`src/rtl/core/lsbb_fifo.sv`:
```
// small register queue with registered storage and occupancy count
module lsbb_fifo #(
  parameter int unsigned WIDTH = 8,
  parameter int unsigned DEPTH = 4
) (
  input  logic             clk_i,
  input  logic             rst_ni,
  input  logic             push_i,
  input  logic [WIDTH-1:0] wdata_i,
  output logic             full_o,
  input  logic             pop_i,
  output logic [WIDTH-1:0] rdata_o,
  output logic             empty_o
);

  localparam int unsigned PW = (DEPTH > 1) ? $clog2(DEPTH) : 1;
  localparam int unsigned CW = $clog2(DEPTH + 1);

  logic [WIDTH-1:0] mem_q [DEPTH];
  logic [PW-1:0]    wptr_q, wptr_d, rptr_q, rptr_d;
  logic [CW-1:0]    cnt_q, cnt_d;
  logic             do_push, do_pop;

  assign full_o  = (cnt_q == CW'(DEPTH));
  assign empty_o = (cnt_q == '0);
  assign do_push = push_i && !full_o;
  assign do_pop  = pop_i && !empty_o;
  assign rdata_o = mem_q[rptr_q];

  always_comb begin
    wptr_d = wptr_q;
    rptr_d = rptr_q;
    cnt_d  = cnt_q;
    if (do_push) begin
      wptr_d = (wptr_q == PW'(DEPTH - 1)) ? '0 : wptr_q + 1'b1;
    end
    if (do_pop) begin
      rptr_d = (rptr_q == PW'(DEPTH - 1)) ? '0 : rptr_q + 1'b1;
    end
    if (do_push && !do_pop) begin
      cnt_d = cnt_q + 1'b1;
    end else if (do_pop && !do_push) begin
      cnt_d = cnt_q - 1'b1;
    end
  end

  always_ff @(posedge clk_i or negedge rst_ni) begin
    if (!rst_ni) begin
      wptr_q <= '0;
      rptr_q <= '0;
      cnt_q  <= '0;
    end else begin
      wptr_q <= wptr_d;
      rptr_q <= rptr_d;
      cnt_q  <= cnt_d;
    end
  end

  always_ff @(posedge clk_i) begin
    if (do_push) begin
      mem_q[wptr_q] <= wdata_i;
    end
  end

endmodule

```
`config.mk`:
```
export PLATFORM = sky130hd
export DESIGN_NAME = lsbb_fifo
export DESIGN_NICKNAME = d
export VERILOG_FILES = /design/src/rtl/core/lsbb_fifo.sv
export SDC_FILE = /design/constraint.sdc
export NUM_CORES = 1
export LEC_CHECK = 0
export BUFFER_PORTS_ARGS = -buffer_cell sky130_fd_sc_hd__buf_2
export CELL_PAD_IN_SITES_DETAIL_PLACEMENT = 1
export CELL_PAD_IN_SITES_GLOBAL_PLACEMENT = 1
export CORE_MARGIN = 2
export CORE_UTILIZATION = 51
export DETAILED_ROUTE_END_ITERATION = 10
export PLACE_DENSITY = 0.88
export SLEW_MARGIN = 20
export SYNTH_ARGS = -nofsm -noshare
export SYNTH_HDL_FRONTEND = slang
export SYNTH_SLANG_ARGS = --single-unit
```
`constraint.sdc`:
```
create_clock -name clk_i -period 5 [get_ports clk_i]
set_clock_uncertainty 0.1 [all_clocks]
set_input_delay 0 -clock clk_i [delete_from_list [all_inputs] [get_ports clk_i]]
set_output_delay 0 -clock clk_i [all_outputs]
set_load 0.05 [all_outputs]
```
==> qor.yml <==
cts_hold_buf: 11
netlist.area_leader.share: 0.5931
maxCapViolCount: 0
power.leakage_uw: 0.0007288
synth_area_leaders: "edfxtp_1, mux4_2, dfrtp_1, ha_1, mux2_2"
first_pass_iters: 4
status: "finished clean"
io_pins: 22
dp_cells: 141
max_clock_freq_ghz: 0.4493
drive_above_1_share: 0.4052
crit_path_end_kind: "register"
power_density_mw_per_mm2: 614.2
design_area_mm2: 0.001921
antenna_cells: 0
min_period_ns: 2.226
area_growth_pct: 18.53
grt_max_degree: 12
start_util: 0.5351
setup_viol: 0
rsz0062_at_grt: "no"
cts_buffers: 5
crit_fanout: 4
arrival_ns: 2.40
io_buffers: 21
via_per_inst: 5.063
design.core.area_mm2: 0.003028
async_flop_share: 0.1795
clk_pin_slew_ns: 0.11
slew_headroom: 0.6009
finalMaxSlewViolations: 0
period_share: 0.4452
vias: 810
cts.repair.resized: 0
cts_num_sinks: 39
post_cts_buffers: 0
wl_mm: 2.932
final_hold_viol_count: 0
drt-initial-drc-count: 23
fin_cells: 160
clockBufferDepth: 2
ys_seq_area_frac: 0.7012
ant_nets: 0
fillers: 274
placementRows: 20
synth_cell_type_count: 19
place_ws_ns: 2.870
synth-edff-count: 32
cts-root-buf: "clkbuf_4"
cts_tree: "done"
ys_seq_elements: 39
grt_pass1_vias: 882
die_h_um: 60.37
synth_warnings: 0
die_w_um: 60.37
nets: 134
worst_ep_required_time_ns: 5.17
grt_first_pass_wirelength_mm: 4.533
wl_per_cell_um: 18.33
yosysTopAreaCell: "edfxtp_1"
drc: 0
grt_usage: 0.1915
setup_tns_ns: 0
synthCells: 79
peakVddDrop_v: 0.0002591
syn_nets: 98
gp_congestion: 0.6756
gr-total-overflow: 0
die_area_mm2: 0.003644
min_path_type: "in2reg"
clk_latency_ns: 0.35
setup_ws_ns: 2.774
htree_levels: 2
finish.utilization: 0.6343
slowest_delay_ns: 0.48
antenna_found_initial: 0
synth_area_per_cell_um2: 20.51
synthFlopType: "edfxtp_1"
crit_type: "reg2reg"
worst_setup_path_start_kind: "register"
critPathMostFrequentCell: "xor2_1"
placed_cell_area_mm2: 0.001760
syn_area_mm2: 0.001620
slowest_stage: "dfrtp_1"
path_cells: "nor3_1, nand2b_4, ha_1, inv_1, fa_1, xor2_1, nor2_1, xor2_1"
worst_pin_slew_ns: 0.5987
dp_hpwl_mm: 2.026
[worst paths after layout]
path / startpoint / end / slack (ns) / cells after the start
worst max-delay path: cnt_q[1]$_DFFE_PN0P_ / cnt_q[2]$_DFFE_PN0P_ / 2.77 / 8
worst min-delay path: push_i / wptr_q[1]$_DFFE_PN0P_ / 0.07 / 3
worst max register to register: cnt_q[1]$_DFFE_PN0P_ / cnt_q[2]$_DFFE_PN0P_ / 2.77 / 8
worst min register to register: cnt_q[2]$_DFFE_PN0P_ / cnt_q[2]$_DFFE_PN0P_ / 0.41 / 1
max in group asynchronous: rst_ni / rptr_q[1]$_DFFE_PN0P_ / 4.08 / 3
min in group asynchronous: rst_ni / cnt_q[1]$_DFFE_PN0P_ / 0.48 / 3
[sequential cells by signal (all words and copies together) (netlist names)]
| register | flops |
|---|---|
| cnt_q | 3 |
| mem_q | 32 |
| rptr_q | 2 |
| wptr_q | 2 |
[routing by layer]
layer / part of all wire / wire (um) / track usage
met1: 0.40 / 1187 / 0.2338
met2: 0.54 / 1578 / 0.3121
met3: 0.031 / 91 / 0.04478
met4: 0.026 / 75 / 0.1143
met5: 0 / 0 / 0
[critical path: cells and delay by family (launching register included)]
family / cells / cell delay, ns
AND/OR/NAND/NOR: 3 / 0.65
adder cells (fa/ha/maj): 2 / 0.56
flip-flops: 1 / 0.48
XOR/XNOR: 2 / 0.31
buffers and inverters: 1 / 0.06
[power by group]
part | switching (uW) | internal, uW
Sequential | 81.3 | 439
Combinational | 308 | 199
Clock | 97.8 | 54.8
Total | 487 | 693
[placed cells by master (no fill, tap or decap)]
cell type      count
and2_2             4
buf_2             21
clkbuf_1           2
clkbuf_4           5
clkinv_2           1
dfrtp_1            7
dlygate4sd3_1     11
edfxtp_1          32
fa_1               1
ha_1               6
inv_1              3
mux2_2             3
mux2_4             2
mux4_2             8
nand2b_4           1
nor2_1             3
nor2b_2            1
nor3_1             1
nor3b_4            1
xnor2_1            1
xor2_1             2
[cells in the mapped netlist, types with 2 or more instances]
| cell type | n |
|---|---|
| ha_1 | 6 |
| mux4_2 | 8 |
| inv_1 | 3 |
| mux2_4 | 2 |
| dfrtp_1 | 7 |
| edfxtp_1 | 32 |
| nor2_1 | 3 |
| xor2_1 | 2 |
| mux2_2 | 3 |
| and2_2 | 4 |
[kinds of logic after synthesis]
family / synth area share
flip-flops: 0.7012
multiplexers: 0.1506
AND/OR/NAND/NOR: 0.05405
adder cells (fa/ha/maj): 0.05869
buffers and inverters: 0.01930
XOR/XNOR: 0.01622
[stage by stage]
stage | hold WS (ns) | total power [uW]
floorplan | -0.3956 | 917.5
global placement | -0.2618 | 1001
detailed placement | -0.2555 | 1039
CTS | 0.07911 | 1194
global route | 0.07358 | 1242
finish | 0.07196 | 1180
[area by class of cell]
cell class	instances	area (um2)	share of cell area
repair buffers	32	215.2	0.1121
inverters	3	11.26	0.005863
well taps	44	55.05	0.02866
flip-flops and latches	39	1136	0.5915
clock buffers	7	45.04	0.02345
clock inverters	1	5.005	0.002606
multi-input cells	34	452.9	0.2358
Power figures use the tool's default switching activity.
