## src/rtl/core/lsbb_pkg.sv

```systemverilog
// shared widths and constants for the lane segment bounding box block
package lsbb_pkg;

  localparam int unsigned IN_W  = 24;
  localparam int unsigned WID_W = 12;
  localparam int unsigned OUT_W = 25;
  localparam int unsigned EXT_W = IN_W + 3;
  localparam int unsigned K_W   = 12;

  localparam logic signed [EXT_W-1:0] BOX_LOW  = -27'sd8390656;
  localparam logic signed [EXT_W-1:0] BOX_HIGH = 27'sd8390655;

  localparam int unsigned RES_W = 4 * OUT_W + 1;

endpackage

```

## src/rtl/core/lsbb_front.sv

```systemverilog
// front stage: takes segment requests, rounds endpoints, classifies degenerate
module lsbb_front #(
  parameter int unsigned FRAC_BITS = 8,
  parameter int unsigned MW        = 25 - FRAC_BITS,
  parameter int unsigned QW        = 6 * MW + 2 * lsbb_pkg::WID_W + 1
) (
  input  logic                          clk_i,
  input  logic                          rst_ni,
  input  logic                          push_i,
  output logic                          full_o,
  input  logic [lsbb_pkg::IN_W-1:0]     start_x_i,
  input  logic [lsbb_pkg::IN_W-1:0]     start_y_i,
  input  logic [lsbb_pkg::IN_W-1:0]     end_x_i,
  input  logic [lsbb_pkg::IN_W-1:0]     end_y_i,
  input  logic [lsbb_pkg::WID_W-1:0]    start_width_i,
  input  logic [lsbb_pkg::WID_W-1:0]    end_width_i,
  output logic                          q_push_o,
  output logic [QW-1:0]                 q_data_o,
  input  logic                          q_full_i
);

  localparam int unsigned IW = lsbb_pkg::IN_W;

  function automatic logic [MW-1:0] to_metre(input logic [IW-1:0] v);
    logic [IW:0] vs;
    logic [IW:0] mag;
    logic [IW:0] rnd;
    logic [MW-1:0] m;
    vs  = {v[IW-1], v};
    mag = vs[IW] ? (~vs + 1'b1) : vs;
    rnd = (mag + (IW+1)'(1 << (FRAC_BITS - 1))) >> FRAC_BITS;
    m   = rnd[MW-1:0];
    return vs[IW] ? (~m + 1'b1) : m;
  endfunction

  function automatic logic [MW-1:0] abs_diff(input logic [MW-1:0] a, input logic [MW-1:0] b);
    logic [MW:0] d;
    d = {b[MW-1], b} - {a[MW-1], a};
    d = d[MW] ? (~d + 1'b1) : d;
    return d[MW-1:0];
  endfunction

  logic          valid_q;
  logic [QW-1:0] data_q, data_d;
  logic          ready;
  logic [MW-1:0] x1, y1, x2, y2, adx, ady;
  logic          degen;

  assign ready    = !valid_q || !q_full_i;
  assign full_o   = !ready;
  assign q_push_o = valid_q && !q_full_i;
  assign q_data_o = data_q;

  always_comb begin
    x1     = to_metre(start_x_i);
    y1     = to_metre(start_y_i);
    x2     = to_metre(end_x_i);
    y2     = to_metre(end_y_i);
    adx    = abs_diff(x1, x2);
    ady    = abs_diff(y1, y2);
    degen  = (x1 == x2) && (y1 == y2);
    data_d = {x1, y1, x2, y2, adx, ady, start_width_i, end_width_i, degen};
  end

  always_ff @(posedge clk_i or negedge rst_ni) begin
    if (!rst_ni) begin
      valid_q <= 1'b0;
    end else if (ready) begin
      valid_q <= push_i;
    end
  end

  always_ff @(posedge clk_i) begin
    if (push_i && ready) begin
      data_q <= data_d;
    end
  end

endmodule

```

## config.mk

```make
export PLATFORM = sky130hd
export DESIGN_NAME = lsbb_front
export DESIGN_NICKNAME = d
export VERILOG_FILES = /design/src/rtl/core/lsbb_pkg.sv /design/src/rtl/core/lsbb_front.sv
export SDC_FILE = /design/constraint.sdc
export NUM_CORES = 1
export LEC_CHECK = 0
export ABC_AREA = 1
export BUFFER_PORTS_ARGS = -buffer_cell sky130_fd_sc_hd__buf_2
export CORE_ASPECT_RATIO = 1.25
export CORE_MARGIN = 5
export CORE_UTILIZATION = 35
export DETAILED_ROUTE_END_ITERATION = 8
export HOLD_SLACK_MARGIN = 0.1
export SETUP_SLACK_MARGIN = 0.3
export SYNTH_ARGS = -nofsm -noshare
export SYNTH_HDL_FRONTEND = slang
export SYNTH_SLANG_ARGS = --single-unit
```

## constraint.sdc

```tcl
create_clock -name clk_i -period 17 [get_ports clk_i]
set_input_delay 5.1 -clock clk_i [delete_from_list [all_inputs] [get_ports clk_i]]
set_output_delay 5.1 -clock clk_i [all_outputs]
set_load 0.01 [all_outputs]
```

==> metrics <==
max capacitance violation total 0; Reg-to-Reg End q_data_o[88]; adder-cell share of the synthesized area 3.660%; DRC 0; 1st-pass router iterations 5; RSZ-0062 raised after global routing false; slowest stage delay, CP 140 ps; fmax 94.26 MHz; worst endpoint data arrival time 5510 ps; area grow syn2layout 18.66%; Die Y-Extent 223.1 um; worst reg2reg startpoint valid_q; # Post-CTS Setup Buffers 0; gr ovfl total 0; HP Class reg -> reg; worst hold path depth 2; CP cell instances buf_2, nand2_1, inv_1, buf_2; first-pass GRT wire length 56.71 mm; Least-Margin Pin Slew 848.0 ps; CTS Hold Bufs 0; Synth Warn # 0; share of layout cells above drive strength 1 23.47%; Routed WL 34.79 mm; initial antenna violation count 0; Hold Violations, Final 0; Total Power 1.339 mW; Reg2Reg Depth 5; largest net degree at the start of global routing 69; Netlist cell types 56; clk buf depth 2; Max VDD drop 70.78 uV; Buf/Inv on CP 3; # diodes 0; initial DRC count 659; post-synthesis compound-gate area fraction 4.673%; status finished, final reports clean; setup TNS 0 ps; register bit total from synthesis 128; NumNets Final 2,294; CP Max Fanout 2; CTS H-tree lvls 4; detailed placement HPWL 29.62 mm; delay-heaviest family, CP buffers and inverters; Leak Pwr 7.617 nW; Post-synth EDFFs 127; max-slew violation count 0; largest family of logic cells by synthesized area simple AND/OR/NAND/NOR gates; clock slew at reported path FFs 50 ps; critical path class in -> out; async set-reset flop share out of synthesis 0.7813%; Slew HR 43.47%; Clock Skews 12.41 ps; Port Buffer Count 252; # IOs 253; Synth Flop Type edfxtp_1; drt wl/cell 13.24 um; starting density of the core 35.22%; end of the worst hold path valid_q; Netlist Area Pre-Place 12,720 um^2; CTS Buf Count 17; clk sinks 128; r2r setup slk 14,570 ps; pwr dens 88.71 nW/um^2; Rows 78; Vias 12,180; Final period util 62.40%; Placer Congestion 0.8457; CTS Root Cell clkbuf_16; CP Launch Type input port; Syn Nets 2,042; count of final setup violators 0; worst-skew pair later-pin latency 430 ps; CTS tree yes; Die Area 40,270 um^2; CP Data Required Time 11,900 ps; Post-Synthesis Cells 1,882; Period minus WS final 10,610 ps; CP dominant cell by count buf_2; Resize count post-CTS 0; syn avg cell area 6.757 um^2; Post-Synth XOR/XNOR Area 7.664%; multiplexer share of the synthesized area 0%; total track usage 16.97%; Via density 4.637; hold path startpoint valid_q; Crit-path slowest cell buf_2; post-synthesis simple-gate area fraction 44.01%; Antenna Violating Nets Remaining 0; die width 180.5 um; sequential share of the synthesized area 30.18%; Core Footprint 36,110 um^2; Worst Setup End Kind output port; number of global-route vias before repair 11,560
flip-flops by register name (all words and copies together) (netlist names):
register	count
q_data_o	127
valid_q	1
Yosys cell counts, types with 3 or more instances:
cell type	n	area, um^2
nand2_2	83	519.3
o21ai_1	8	40.04
buf_2	11	55.05
nand3_2	10	100.1
o21ai_0	37	185.2
clkbuf_1	5	18.77
inv_1	272	1021
ha_1	34	425.4
buf_1	3	11.26
o31ai_1	5	37.54
inv_2	29	108.9
xor2_2	11	178.9
nor4_1	4	25.02
o21bai_1	9	67.56
nand3_1	186	930.9
nand2_4	16	180.2
edfxtp_1	127	3814
o211ai_1	4	30.03
xor2_1	64	560.5
xnor2_1	20	175.2
nor2_1	161	604.3
a31oi_1	3	18.77
nand2_1	590	2215
nor2_4	12	135.1
nand4_1	34	212.7
nand3b_1	15	112.6
nor3_1	21	105.1
or2_2	4	25.02
nor2_2	45	281.5
a21oi_1	25	125.1
worst min-delay path, delay by kind of cell, from the launching register on:
| family | cells | cell delay (ps) |
|---|---|---|
| simple gates | 2 | 130 |
| flops | 1 | 340 |
placed cells by master, fill, tap and decap left out, types with 3 or more instances in the layout:
| cell | count |
|---|---|
| nand2_1 | 590 |
| inv_1 | 272 |
| buf_2 | 252 |
| nand3_1 | 186 |
| nor2_1 | 160 |
| edfxtp_1 | 127 |
| nand2_2 | 83 |
| xor2_1 | 64 |
| nor2_2 | 45 |
| o21ai_0 | 37 |
| nand4_1 | 34 |
| ha_1 | 34 |
| inv_2 | 29 |
| a21oi_1 | 25 |
| nor3_1 | 21 |
| xnor2_1 | 20 |
| clkbuf_16 | 17 |
| nand2_4 | 16 |
| nand3b_1 | 15 |
| nor2_4 | 13 |
| xor2_2 | 11 |
| nand3_2 | 10 |
| o21bai_1 | 9 |
| o21ai_1 | 8 |
| o31ai_1 | 5 |
| or2_2 | 4 |
| o211ai_1 | 4 |
| nor4_1 | 4 |
| bufinv_16 | 4 |
| clkinv_1 | 4 |
| a31oi_1 | 3 |
| clkinv_2 | 3 |
power breakdown:
part	internal, mW	total [mW]	leakage (nW)	switching (mW)
Clock	0.242	0.372	0.287	0.129
Sequential	0.412	0.423	1.22	0.0118
Combinational	0.189	0.544	6.11	0.355
metal layers:
metal	up-vias	routed length [um]	track usage [%]	share of wire, %
li1	6487	-	-	-
met1	5417	16490	22.75	47
met2	241	16460	28.95	47
met3	36	1279	2.202	3.7
met4	0	562	4.514	1.6
met5	-	0	0	0
cell families after synthesis:
logic type	after synthesis
AOI/OAI and AO/OA	102
adders and majority gates	36
and+or+nand+nor	1195
xor gates and xnor gates	98
DFF	128
buffers and inverters	323
cell type report:
class / count / area, um^2
tap: 480 / 600.6
sequential: 128 / 3839
timing repair buffer: 254 / 1276
fill: 3813 / 21020
clock inverter: 13 / 168.9
inverter: 302 / 1135
multi-input combinational: 1431 / 7639
clock buffer: 19 / 432.9
how the worst max path moves through the flow:
stage                        from      endpoint  slack [ps]  cells past startpoint
finish                   q_full_i        full_o        6390                      4
global route          end_y_i[23]  q_data_o[40]        5890                     36
CTS                      q_full_i        full_o        6390                      4
detailed placement  start_y_i[23]  q_data_o[41]        6200                     32
global placement         q_full_i        full_o        6420                      4
floorplan                q_full_i   q_data_o[0]        5860                      3
metrics by stage:
stage	hold WS (ps)	worst slack (ps)	instances	cell area [um^2]	util (%)
finish	514.4	6391	2627	15090	41.79
global route	542.8	5891	2627	15090	41.79
CTS	517.5	6391	2627	15090	41.79
detailed placement	504.7	6205	2595	14490	40.12
floorplan	459.3	5862	1882	12720	-
global placement	476.3	6420	2595	14490	40.12
Note: power is estimated with default switching activity, not from simulation.
